## config.mk

```make
export PLATFORM = sky130hd
export DESIGN_NAME = dhfk_cordic_cell
export DESIGN_NICKNAME = d
export VERILOG_FILES = /design/src/sv/dhfk_pkg.sv /design/src/sv/dhfk_cordic_cell.sv
export SDC_FILE = /design/constraint.sdc
export NUM_CORES = 1
export LEC_CHECK = 0
export BUFFER_PORTS_ARGS = -buffer_cell sky130_fd_sc_hd__buf_4
export CAP_MARGIN = 20
export CORE_UTILIZATION = 60
export DETAILED_ROUTE_END_ITERATION = 7
export PLACE_DENSITY = 0.95
export SLEW_MARGIN = 20
export SYNTH_ARGS = -nofsm -noshare
export SYNTH_HDL_FRONTEND = slang
export SYNTH_SLANG_ARGS = --single-unit
export TNS_END_PERCENT = 1
```

## constraint.sdc

```tcl
create_clock -name clk_i -period 5.93 [get_ports clk_i]
set_clock_uncertainty 0.15 [all_clocks]
set_input_delay 1.186 -clock clk_i [delete_from_list [all_inputs] [get_ports clk_i]]
set_output_delay 1.186 -clock clk_i [all_outputs]
set_load 0.01 [all_outputs]
```

## src/sv/dhfk_pkg.sv

```systemverilog
// types, constants and helper functions shared by the forward kinematics block
package dhfk_pkg;

  localparam int unsigned NumLinks = 6;
  localparam int unsigned LinkW    = 60;
  localparam int unsigned JointW   = 16;
  localparam int unsigned RotW     = 18;
  localparam int unsigned PosW     = 24;
  localparam int unsigned InDataW  = 96;
  localparam int unsigned OutDataW = 240;
  localparam int unsigned CfgIdxW  = 3;
  localparam int unsigned RotBase  = 0;
  localparam int unsigned PosBase  = 9 * RotW;
  localparam int unsigned PadLo    = PosBase + 3 * PosW;

  typedef logic signed [31:0] fx_t;

  typedef enum logic [1:0] {
    QUAD_0,
    QUAD_90,
    QUAD_180,
    QUAD_270
  } quad_e;

  typedef struct packed {
    fx_t   x;
    fx_t   y;
    fx_t   z;
    quad_e quad;
  } crd_t;

  typedef struct packed {
    fx_t c;
    fx_t s;
  } sc_t;

  // rotation or local transform, plus offset
  typedef struct {
    fx_t m [3][3];
    fx_t p [3];
  } xform_t;

  localparam fx_t CordicX0 = 32'sd652032874;
  localparam fx_t OneQ30   = 32'sd1073741824;

  localparam logic signed [23:0] PosMax = 24'sh7fffff;
  localparam logic signed [23:0] PosMin = 24'sh800000;

  function automatic fx_t atan_step(int unsigned i);
    fx_t v;
    case (i)
      0:       v = 32'sd536870912;
      1:       v = 32'sd316933406;
      2:       v = 32'sd167458907;
      3:       v = 32'sd85004756;
      4:       v = 32'sd42667331;
      5:       v = 32'sd21354465;
      6:       v = 32'sd10679838;
      7:       v = 32'sd5340245;
      8:       v = 32'sd2670163;
      9:       v = 32'sd1335087;
      10:      v = 32'sd667544;
      11:      v = 32'sd333772;
      12:      v = 32'sd166886;
      13:      v = 32'sd83443;
      14:      v = 32'sd41722;
      15:      v = 32'sd20861;
      16:      v = 32'sd10430;
      17:      v = 32'sd5215;
      18:      v = 32'sd2608;
      19:      v = 32'sd1304;
      20:      v = 32'sd652;
      21:      v = 32'sd326;
      22:      v = 32'sd163;
      23:      v = 32'sd81;
      default: v = '0;
    endcase
    return v;
  endfunction

  // nearest quarter turn and the remainder as the start vector
  function automatic crd_t angle_init(logic [31:0] ang);
    logic [31:0] t;
    logic [31:0] r;
    crd_t        c;
    t      = ang + 32'h2000_0000;
    r      = ang - {t[31:30], 30'd0};
    c.x    = CordicX0;
    c.y    = '0;
    c.z    = fx_t'(r);
    c.quad = quad_e'(t[31:30]);
    return c;
  endfunction

  function automatic sc_t resolve(crd_t v);
    sc_t r;
    case (v.quad)
      QUAD_0: begin
        r.c = v.x;
        r.s = v.y;
      end
      QUAD_90: begin
        r.c = -v.y;
        r.s = v.x;
      end
      QUAD_180: begin
        r.c = -v.x;
        r.s = -v.y;
      end
      QUAD_270: begin
        r.c = v.y;
        r.s = -v.x;
      end
      default: begin
        r.c = v.x;
        r.s = v.y;
      end
    endcase
    return r;
  endfunction

  function automatic fx_t round30(logic signed [65:0] v);
    logic signed [65:0] t;
    t = v + (66'sd1 <<< 29);
    return fx_t'(t[61:30]);
  endfunction

  function automatic fx_t round22(logic signed [49:0] v);
    logic signed [49:0] t;
    t = v + (50'sd1 <<< 21);
    return {{4{t[49]}}, t[49:22]};
  endfunction

  function automatic logic [RotW-1:0] rot_out(fx_t r);
    fx_t t;
    t = r + 32'sd8192;
    return t[31:14];
  endfunction

  function automatic logic [PosW-1:0] pos_out(fx_t p);
    fx_t t;
    fx_t s;
    t = p + 32'sd8;
    s = t >>> 4;
    if (s > fx_t'(PosMax)) begin
      return PosMax;
    end else if (s < fx_t'(PosMin)) begin
      return PosMin;
    end
    return s[PosW-1:0];
  endfunction

endpackage

```

## src/sv/dhfk_cordic_cell.sv

```systemverilog
// one registered cordic micro-rotation
module dhfk_cordic_cell #(
  parameter int unsigned SHIFT = 0
) (
  input  logic           clk_i,
  input  logic           en_i,
  input  dhfk_pkg::crd_t crd_i,
  output dhfk_pkg::crd_t crd_o
);
  import dhfk_pkg::*;

  crd_t crd_d;
  crd_t crd_q;
  fx_t  xs;
  fx_t  ys;

  always_comb begin
    xs         = $signed(crd_i.x) >>> SHIFT;
    ys         = $signed(crd_i.y) >>> SHIFT;
    crd_d      = crd_i;
    if (!crd_i.z[31]) begin
      crd_d.x = crd_i.x - ys;
      crd_d.y = crd_i.y + xs;
      crd_d.z = crd_i.z - atan_step(SHIFT);
    end else begin
      crd_d.x = crd_i.x + ys;
      crd_d.y = crd_i.y - xs;
      crd_d.z = crd_i.z + atan_step(SHIFT);
    end
  end

  always_ff @(posedge clk_i) begin
    if (en_i) begin
      crd_q <= crd_d;
    end
  end

  assign crd_o = crd_q;

endmodule

```

### After elaboration in Yosys (flattened, before gate mapping)

Cells that the tools add are included.

* add/sub/neg operators: 5
* muxes and demuxes: 1

Operators with widths (number)
* 96-bit 2-to-1 mux: 1
* 32-bit subtractor: 2
* 32-bit by 31-bit adder with 32-bit output (second input constant): 1
* 32-bit adder: 1
* 32-bit by 31-bit subtractor with 32-bit output (second input constant): 1

* register bits: 98
* output and inout port bits: 98

### Depth between registers and ports, before layout

Gate-level depths: netlist of run 1.

* word-level depth: 2
* depth in mapped cells: 12

### Worst setup path after synthesis of run 1

Ideal clock, no wire load.

* path kind: input port to flip-flop
* start: input port crd_i[37] (netlist name)
* end: register crd_q, in the netlist crd_o[64] (data pin)
* setup time: 268 ps
* arrival: 3282 ps
* path slack: 2230 ps
* stages: 12
* path through: inv_1 > ha_1 > buf_4 > a21o_1 > a2111oi_2 > o211ai_1 > nand2_2 > o211ai_1 > a221oi_2 > o2111a_1 > a21oi_1 > xor2_1

RTL lines
* start: declaration: RTL line dhfk_cordic_cell.sv:7 `input dhfk_pkg::crd_t crd_i,`
* end signal: assignment: RTL line dhfk_cordic_cell.sv:34 `crd_q <= crd_d;`
* end: declaration: RTL line dhfk_cordic_cell.sv:13 `crd_t crd_q;`

==> flow_metrics.py, run 1 <==
metrics = {
    "route": {
        "vias": 7992,
        "wire_per_inst_um": 20.5,
        "drt_wl_total_um": 25900,
        "first_pass_iters": 6,
        "viasPerCell": 6.32,
        "drt_iter0_markers": 967,
        "ant_nets": 0,
        "route.detailed.drc": 0,
    },
    "grt": {
        "antenna_found_initial": 1,
        "grt_max_degree": 87,
        "grt_usage_pct": 35.8,
        "grt_pass1_vias": 7532,
        "grt_pass1_wl_um": 40200,
        "grt-ovfl-total": 0,
    },
    "critical_path": {
        "cpMaxStageDelayCell": "a2111oi_2",
        "crit_start": "crd_i[38]",
        "worstPathMaxFanout": 14,
        "crit_family": "compound AO/OA/AOI/OAI gates",
        "crit_cells": 12,
        "worst-path-buf-inv": 2,
        "crit_chain": "buf_4 -> inv_1 -> ha_1 -> and4b_1 -> a2111oi_2 -> o211ai_1 -> nand2_2 -> o211ai_1 -> a221oi_2 -> o2111a_1 -> a21oi_1 -> xor2_1",
        "max_stage_delay_ps": 530,
        "path_class": "primary input to flop",
        "crit_end": "crd_o[64]",
        "cp-end-kind": "flop",
        "cp-start-kind": "primary input",
        "timing.critical_path.mode_cell": "o211ai_1",
        "worst_ep_required_time_ps": 5870,
        "arrival_ps": 4190,
    },
    "synthesis": {
        "synth.mux.area_fraction_pct": 1.43,
        "synth-edff-count": 97,
        "synthTopCellsByArea": "edfxtp_1 35%, ha_1 14%, a21oi_1 6.0%",
        "synth_top_area_cell": "edfxtp_1",
        "yosys-top-cells-count": "101 x a21oi_1, 97 x edfxtp_1, 94 x ha_1",
        "synth_compound_area_share_pct": 23.7,
        "synth.top_cell.area_share_pct": 34.7,
        "synth_top_family_by_area": "compound AO/OA/AOI/OAI gates",
        "synthCells": 915,
        "ys_seq_elements": 97,
        "synthFlopType": "edfxtp_1",
        "async_flop_share_pct": 0,
        "yosys.cell_count.top_type": "a21oi_1",
        "syn-num-nets": 1113,
        "synth_cell_types": 81,
        "syn_area_per_cell_sq_um": 9.19,
        "synth-simple-area-share_pct": 12.3,
        "synth_xor_area_share_pct": 6.25,
        "synth-seq-area-share_pct": 34.7,
        "netlist_area_sq_um": 8400,
        "synth_fa_ha_area_share_pct": 14.9,
        "yosysWarningCount": 0,
    },
    "timing": {
        "setup_violations": 0,
        "relSlewSlack_pct": 40.1,
        "clock.fmax_mhz": 235,
        "post-route-period-util_pct": 71.7,
        "drv_slew": 0,
        "hold_viol": 0,
        "min_period_ps": 4250,
        "rsz0062_at_grt": "no",
        "tightest_slew_ps": 897,
        "fin_tns_setup_ps": 0,
    },
    "finish": {
        "register_area_sq_um": 2910,
        "area_growth_pct": 21.5,
        "n_antenna_cell": 0,
        "drive_gt1_share_pct": 23.0,
        "multiInputGateArea_sq_um": 4930,
        "largest_reg_flops": 97,
        "fin_nets": 1282,
        "num-fill-cells": 952,
        "fin_cells": 1265,
    },
    "power_and_ir_drop": {
        "finalPower_uw": 2390,
        "power_frac_comb_pct": 37.8,
        "clkPwrFrac_pct": 23.8,
        "intPower_uw": 1550,
        "leakagePower_uw": 0.00450,
        "power.density_nw_per_um2": 234,
        "seqPwrFrac_pct": 38.5,
        "p_sw_uw": 837,
        "max-vdd-ir-drop_mv": 0.150,
        "switching_share_pct": 35.1,
    },
    "die": {
        "rows": 42,
        "dieArea_sq_um": 14500,
        "core_sq_um": 13500,
        "initial_core_util_pct": 62.5,
        "die_w_um": 120,
        "io_pins": 198,
        "die-height_um": 120,
    },
    "clock_tree": {
        "cts_buffer_depth": 2,
        "cts_resized": 0,
        "tritoncts": "done",
        "numCtsBuffers": 9,
        "cts_hold_buffers": 0,
        "clock-root-buffer": "clkbuf_16",
        "clk_pin_slew_ps": 70,
        "htreeDepth": 3,
        "cts.sinks": 97,
        "post_cts_buffers": 0,
    },
    "placement": {
        "dpl.cell_count": 1249,
        "finalWeightedCongestion": 1.06,
        "port_buffers": 197,
        "hpwl_um": 20000,
    },
    "hold_path": {
        "hold_path_class": "primary input to flop",
    },
    "outcome": {
        "status": "finished clean",
    },
    "job": {
        "cap_violations": 0,
    },
}
-- per-stage QoR --
step / worst slack (ps) / hold slack [ps] / area (sq um) / utilization, %
floorplan: 2230 / 1130 / 8400 / -
global placement: 1590 / 1210 / 9920 / 73.7
detailed placement: 1460 / 1220 / 9920 / 73.7
CTS: 1780 / 860 / 10200 / 75.9
global route: 1580 / 855 / 10200 / 75.9
finish: 1680 / 858 / 10200 / 75.9
-- cell usage in the layout, fill, tap and decap left out, drive strengths merged, types with 11 or more instances in the layout --
cell,count
buf,199
a21oi,103
inv,101
edfxtp,97
ha,94
nor2,79
o21ai,64
xnor2,50
nand2,48
nand3,13
o21bai,13
mux2i,12
o211ai,12
o31ai,12
o21a,11
nand4,11
nand2b,11
a211oi,11
-- worst min path at each step --
stage	start	end	slack, ps	depth (start not counted)
2_1_floorplan	crd_i[0]	crd_o[0]	1130	0
6_report	crd_i[5]	crd_o[5]	860	1
5_1_grt	crd_i[29]	crd_o[29]	860	1
4_1_cts	crd_i[5]	crd_o[5]	860	1
3_3_place_gp	crd_i[4]	crd_o[4]	1210	1
3_5_place_dp	crd_i[24]	crd_o[24]	1220	1
-- metal layers --
metal	vias to the layer above	track usage [%]	wire length [um]
met5	-	0	11
met4	2	17.1	1300
met3	100	5.14	2530
met2	563	58.3	12000
met1	3701	46.9	10100
li1	3626	-	-
-- cell families (layout without fill, tap and decap cells) --
group	count (synthesis)	in the layout
buffers and inverters	139	313
and+or+nand+nor	213	213
xor gates and xnor gates	60	60
AOI/OAI and AO/OA	296	296
adders and majority gates	98	98
DFF	97	97
muxes	12	12
-- power by group through the flow --
| stage | clock, uW | combinational, uW | sequential, uW |
|---|---|---|---|
| 3_3_place_gp | 0 | 853 | 932 |
| 6_report | 567 | 902 | 919 |
| 4_1_cts | 567 | 882 | 920 |
| 3_5_place_dp | 0 | 873 | 935 |
| 5_1_grt | 593 | 960 | 927 |
| 2_1_floorplan | 0 | 465 | 974 |
-- cell type report --
cell class | instances | share of cell area (%)
repair buffers | 199 | 14.7
clock inverters | 7 | 0.588
flip-flops and latches | 97 | 28.5
well taps | 176 | 2.16
clock buffers | 9 | 2.21
multi-input cells | 679 | 48.2
inverters | 98 | 3.60
Power figures use the tool's default switching activity.
==> run 2, diff against run 1 <==
--- a/config.mk
+++ b/config.mk
@@ -7,9 +7,9 @@
 export LEC_CHECK = 0
 export BUFFER_PORTS_ARGS = -buffer_cell sky130_fd_sc_hd__buf_4
 export CAP_MARGIN = 20
-export CORE_UTILIZATION = 60
+export CORE_UTILIZATION = 50
 export DETAILED_ROUTE_END_ITERATION = 7
-export PLACE_DENSITY = 0.95
+export PLACE_DENSITY = 0.86
 export SLEW_MARGIN = 20
 export SYNTH_ARGS = -nofsm -noshare
 export SYNTH_HDL_FRONTEND = slang
==> constraint.sdc (replaced) <==
create_clock -name clk_i -period 3.9 [get_ports clk_i]
set_clock_uncertainty 0.15 [all_clocks]
set_input_delay 0.78 -clock clk_i [delete_from_list [all_inputs] [get_ports clk_i]]
set_output_delay 0.78 -clock clk_i [all_outputs]
set_load 0.01 [all_outputs]
==> run 2 against run 1 <==
  * Setup slack worse by 1300 ps
  * Cell area is 4.1% higher
  * Sequential cell count is the same
  * Clock power rose by 50%
  * Wire length decreased by 3.1%
  * Via count is 1.1% lower
  * Die area is 20% higher
  * Non-clock buffer count up 48
  * Critical path type unchanged
  * Critical endpoint is now crd_o[53]
  * Largest cell class unchanged
==> flow_metrics.py, run 2 (synthesized netlist as in run 1, its figures left out) <==
metrics = {
    "outcome": {
        "status": "finished clean",
    },
    "hold_path": {
        "hold-path-cell-count": 1,
        "min_to": "crd_o[7]",
        "hold_path_class": "primary input to flop",
        "min-delay-start": "crd_i[7]",
    },
    "route": {
        "vias": 7901,
        "ant_nets": 0,
        "drt_iter0_markers": 836,
        "drt_wl_total_um": 25100,
        "viasPerCell": 5.82,
        "wire_per_inst_um": 18.5,
        "route.detailed.drc": 0,
        "first_pass_iters": 5,
    },
    "clock_tree": {
        "clock-root-buffer": "clkbuf_16",
        "cts_hold_buffers": 0,
        "post_cts_buffers": 0,
        "numCtsBuffers": 9,
        "cts_resized": 0,
        "cts.sinks": 97,
        "clk_pin_slew_ps": 70,
        "cts_buffer_depth": 2,
        "htreeDepth": 3,
        "tritoncts": "done",
    },
    "finish": {
        "mostFrequentLayoutCell": "buf_4",
        "largest_reg_flops": 97,
        "mostFrequentLayoutCells": "247 x buf_4, 101 x a21oi_1, 97 x edfxtp_1",
        "area_growth_pct": 26.5,
        "fin_cells": 1357,
        "drive_gt1_share_pct": 26.2,
        "n_antenna_cell": 0,
        "fin_nets": 1330,
        "post-route-util_pct": 64.3,
    },
    "grt": {
        "grt-ovfl-total": 0,
        "grt_pass1_vias": 7396,
        "antenna_found_initial": 0,
        "grt_usage_pct": 28.6,
        "grt_pass1_wl_um": 39300,
        "grt_max_degree": 70,
    },
    "job": {
        "cap_violations": 0,
    },
    "power_and_ir_drop": {
        "switching_share_pct": 34.3,
        "power_frac_comb_pct": 38.8,
        "max-vdd-ir-drop_mv": 0.199,
        "clkPwrFrac_pct": 23.1,
        "seqPwrFrac_pct": 38.1,
        "intPower_uw": 2410,
        "finalPower_uw": 3670,
        "leakagePower_uw": 0.00473,
        "p_sw_uw": 1260,
        "power.density_nw_per_um2": 345,
    },
    "critical_path": {
        "cpMaxStageDelayCell": "o31ai_1",
        "worstPathMaxFanout": 14,
        "max_stage_delay_ps": 770,
        "crit_family": "compound AO/OA/AOI/OAI gates",
        "cp-end-kind": "flop",
        "worst_ep_required_time_ps": 3840,
        "worst-path-buf-inv": 3,
        "path_class": "primary input to flop",
        "arrival_ps": 3510,
        "crit_chain": "buf_4 -> inv_1 -> ha_1 -> inv_1 -> a21oi_1 -> o31ai_1 -> o31ai_1 -> o31ai_2 -> a41oi_1 -> a21oi_1 -> xnor2_1",
        "cp-start-kind": "primary input",
    },
    "timing": {
        "setup_violations": 0,
        "clock.fmax_mhz": 280,
        "fin_tns_setup_ps": 0,
        "min_period_ps": 3570,
        "drv_slew": 0,
        "relSlewSlack_pct": 39.9,
        "tightest_slew_ps": 894,
        "post-route-period-util_pct": 91.5,
        "rsz0062_at_grt": "no",
        "hold_viol": 0,
    },
    "placement": {
        "dpl.cell_count": 1341,
        "port_buffers": 197,
        "finalWeightedCongestion": 0.983,
        "hpwl_um": 20300,
    },
    "die": {
        "die_w_um": 132,
        "dieArea_sq_um": 17300,
        "core_sq_um": 16500,
        "io_pins": 198,
        "die-height_um": 132,
        "rows": 47,
        "initial_core_util_pct": 50.9,
    },
}
-- run 2: how the worst max path moves through the flow --
stage                     slack, ps  cells after the start  startpoint   endpoint
after detailed placement         50                     11   crd_i[40]  crd_o[53]
after floorplan                 610                     12   crd_i[37]  crd_o[64]
after CTS                       410                     11   crd_i[40]  crd_o[53]
after global placement          120                     11   crd_i[40]  crd_o[85]
final                           330                     11   crd_i[40]  crd_o[53]
after global routing            120                     11   crd_i[40]  crd_o[83]
-- run 2: power by group through the flow --
| stage | clock [uW] | combinational, uW | sequential, uW |
|---|---|---|---|
| floorplan | 0 | 707 | 1480 |
| global placement | 0 | 1370 | 1420 |
| detailed placement | 0 | 1390 | 1420 |
| CTS | 866 | 1400 | 1400 |
| global route | 898 | 1520 | 1410 |
| finish | 848 | 1420 | 1400 |
-- run 2: final cells by class --
type                       count  area (sq um)
multi-input combinational    679          4930
timing repair buffer         247          1850
clock inverter                 7          66.3
tap                          220           275
fill                        1369          5900
inverter                      98           368
sequential                    97          2910
clock buffer                   9           225
-- run 2: stage by stage --
step | cell area (sq um) | setup slack [ps] | hold slack (ps)
final | 10600 | 333 | 459
after global routing | 10600 | 122 | 450
after CTS | 10600 | 410 | 455
after detailed placement | 10300 | 52.5 | 811
after global placement | 10300 | 115 | 808
after floorplan | 8400 | 606 | 729
-- run 2: routing by layer --
metal | GRT usage, % | vias up | wire length [um]
met3 | 4.24 | 40 | 2100
met1 | 38.4 | 3715 | 10600
met2 | 48.0 | 430 | 11900
met5 | 0 | - | 0
li1 | - | 3716 | -
met4 | 7.75 | 0 | 461
==> run 3, diff against run 2 <==
--- a/config.mk
+++ b/config.mk
@@ -5,11 +5,13 @@
 export SDC_FILE = /design/constraint.sdc
 export NUM_CORES = 1
 export LEC_CHECK = 0
+export ABC_AREA = 1
 export BUFFER_PORTS_ARGS = -buffer_cell sky130_fd_sc_hd__buf_4
 export CAP_MARGIN = 20
-export CORE_UTILIZATION = 50
+export CORE_UTILIZATION = 52
 export DETAILED_ROUTE_END_ITERATION = 7
-export PLACE_DENSITY = 0.86
+export PLACE_DENSITY = 0.87
+export SKIP_CTS_REPAIR_TIMING = 1
 export SLEW_MARGIN = 20
 export SYNTH_ARGS = -nofsm -noshare
 export SYNTH_HDL_FRONTEND = slang
==> run 3 against run 2 <==
  * First-iteration DRC count up 25%
  * Highest routed layer unchanged
  * Cell area up 16%
  * Largest cell class unchanged
  * Core utilization down 1.4 points
  * Critical path type unchanged
==> flow_metrics.py, run 3 <==
metrics = {
    "finish": {
        "area_growth_pct": 18.5,
        "n_antenna_cell": 0,
        "largest_reg_flops": 97,
        "num-fill-cells": 1946,
        "fin_nets": 2013,
        "stdcell_area_sq_um": 12300,
        "drive_gt1_share_pct": 13.5,
        "mostFrequentLayoutCells": "617 x nand2_1, 322 x inv_1, 200 x buf_4",
        "register_area_sq_um": 2910,
        "multiInputGateArea_sq_um": 5990,
        "mostFrequentLayoutCell": "nand2_1",
    },
    "job": {
        "cap_violations": 0,
    },
    "grt": {
        "grt_pass1_wl_um": 50300,
        "grt_max_degree": 71,
        "grt-ovfl-total": 0,
        "antenna_found_initial": 0,
        "grt_usage_pct": 32.1,
        "grt_pass1_vias": 9950,
    },
    "synthesis": {
        "async_flop_share_pct": 0,
        "synth_cell_types": 34,
        "netlist_area_sq_um": 10400,
        "synthCells": 1645,
        "yosys.cell_count.top_type": "nand2_1",
        "synth_xor_area_share_pct": 2.19,
        "synth_top_family_by_area": "simple AND/OR/NAND/NOR gates",
        "synth-edff-count": 97,
        "ys_seq_elements": 97,
        "synthFlopType": "edfxtp_1",
        "synth_compound_area_share_pct": 7.07,
        "syn_area_per_cell_sq_um": 6.31,
        "yosys-top-cells-count": "617 x nand2_1, 323 x inv_1, 147 x nand3_1",
        "synth_top_area_cell": "edfxtp_1",
        "syn-num-nets": 1843,
        "synth-seq-area-share_pct": 28.1,
        "synth-simple-area-share_pct": 36.4,
        "synth.mux.area_fraction_pct": 0,
        "yosysWarningCount": 0,
        "synth.top_cell.area_share_pct": 28.1,
        "synth_fa_ha_area_share_pct": 12.1,
        "synthTopCellsByArea": "edfxtp_1 28%, nand2_1 22%, inv_1 12%",
    },
    "timing": {
        "relSlewSlack_pct": 52.7,
        "clock.fmax_mhz": 346,
        "tightest_slew_ps": 710,
        "fin_tns_setup_ps": 0,
        "min_period_ps": 2890,
        "rsz0062_at_grt": "no",
        "setup_violations": 0,
        "hold_viol": 0,
        "post-route-period-util_pct": 74.1,
        "worst_slack_ps": 1010,
        "drv_slew": 0,
    },
    "route": {
        "viasPerCell": 5.21,
        "ant_nets": 0,
        "highest_layer": "met4",
        "wl_met3_um": 2660,
        "m1WireLength_um": 14500,
        "wire_per_inst_um": 15.5,
        "dr_wl_met2_um": 14300,
        "first_pass_iters": 6,
        "drt_wl_total_um": 32300,
        "vias": 10866,
        "route.detailed.drc": 0,
        "drt_iter0_markers": 1047,
    },
    "clock_tree": {
        "cts.sinks": 97,
        "tritoncts": "done",
        "numCtsBuffers": 9,
        "cts_buffer_depth": 2,
        "clk_pin_slew_ps": 80,
        "htreeDepth": 3,
        "clock-root-buffer": "clkbuf_16",
    },
    "placement": {
        "port_buffers": 197,
        "place_area_sq_um": 12000,
        "hpwl_um": 26800,
        "finalWeightedCongestion": 0.959,
        "dpl_worst_slack_ps": 715,
    },
    "critical_path": {
        "worst_ep_required_time_ps": 3860,
        "max_stage_delay_ps": 560,
        "crit_start": "crd_i[40]",
        "timing.critical_path.mode_cell": "nand2_1",
        "arrival_ps": 2850,
        "crit_chain": "buf_4 -> inv_1 -> ha_1 -> inv_1 -> a21oi_1 -> nand2_1 -> inv_1 -> nand2_1 -> nand2_1 -> nand2_1 -> nand2_1 -> nand3_1 -> nand3_1 -> nand2_1",
        "crit_end": "crd_o[57]",
        "path_class": "primary input to flop",
        "worstPathMaxFanout": 11,
        "cp-end-kind": "flop",
        "cp-start-kind": "primary input",
        "cpMaxStageDelayCell": "ha_1",
    },
    "power_and_ir_drop": {
        "power_frac_comb_pct": 40.4,
        "switching_share_pct": 38.9,
        "intPower_uw": 2310,
        "p_sw_uw": 1470,
        "power.density_nw_per_um2": 308,
        "clkPwrFrac_pct": 23.9,
        "seqPwrFrac_pct": 35.7,
        "leakagePower_uw": 0.00690,
        "max-vdd-ir-drop_mv": 0.191,
    },
    "die": {
        "die_w_um": 143,
        "core_sq_um": 19500,
        "die-height_um": 143,
        "io_pins": 198,
        "rows": 51,
        "initial_core_util_pct": 53.1,
        "dieArea_sq_um": 20500,
    },
    "outcome": {
        "status": "finished clean",
    },
    "hold_path": {
        "hold_path_class": "primary input to flop",
    },
}
## run 3: cell count changes after synthesis, sizes merged, moves of 9 or more
| cell | change |
|---|---|
| inv | +235 |
| a21oi | -31 |
| nand2 | +575 |
| a211oi | -11 |
| nand3 | +134 |
| o21ai | -28 |
| o31ai | -10 |
| nor2 | +27 |
| o211ai | -12 |
| xor2 | +16 |
| mux2i | -12 |
| xnor2 | -50 |
| a21o | -9 |
| nand2b | -11 |
## run 3: logic make-up (layout without fill, tap and decap cells)
| group | after synthesis | in the layout |
|---|---|---|
| fa+ha+maj | 98 | 98 |
| simple gates | 913 | 913 |
| buf+inv | 376 | 551 |
| compound gates | 135 | 135 |
| xor+xnor | 26 | 26 |
| flops | 97 | 97 |
## run 3: final cells by class
| type | instances | area share, % |
|---|---|---|
| Multi-Input combinational cell | 1172 | 48.7 |
| Sequential cell | 97 | 23.7 |
| Timing Repair Buffer | 201 | 12.4 |
| Inverter | 334 | 10.2 |
| Tap cell | 265 | 2.70 |
| Clock buffer | 9 | 1.83 |
| Clock inverter | 7 | 0.488 |
## run 3: power by group through the flow
stage,Clock (uW),Combinational [uW],Sequential (uW)
final,906,1530,1350
after global routing,946,1690,1360
after CTS,915,1510,1350
after detailed placement,0,1500,1370
after global placement,0,1470,1370
after floorplan,0,849,1430
## run 3: metrics by stage
step | hold slack, ps | total power (uW) | util (%) | instances
6_report | 443 | 3790 | 63.0 | 2085
3_5_place_dp | 809 | 2880 | 61.5 | 2069
4_1_cts | 438 | 3770 | 63.0 | 2085
2_1_floorplan | 729 | 2280 | - | 1645
3_3_place_gp | 808 | 2840 | 61.5 | 2069
5_1_grt | 428 | 4000 | 63.0 | 2085
## run 3: worst max-delay path: cells and delay by family
kind / cells / cell delay [ps]
compound gates: 1 / 190
fa+ha+maj: 1 / 560
simple gates: 8 / 920
buf+inv: 4 / 410
## run 3: per-layer routing
layer | vias up | track usage (%)
met4 | 0 | 9.80
met2 | 458 | 50.7
met5 | - | 0
met3 | 47 | 4.36
li1 | 5420 | -
met1 | 4941 | 45.4
## run 3: worst min path at each step
stage	startpoint	to	cells past startpoint
5_1_grt	crd_i[8]	crd_o[8]	1
2_1_floorplan	crd_i[0]	crd_o[0]	0
3_5_place_dp	crd_i[20]	crd_o[20]	1
4_1_cts	crd_i[8]	crd_o[8]	1
3_3_place_gp	crd_i[3]	crd_o[3]	1
6_report	crd_i[21]	crd_o[21]	1
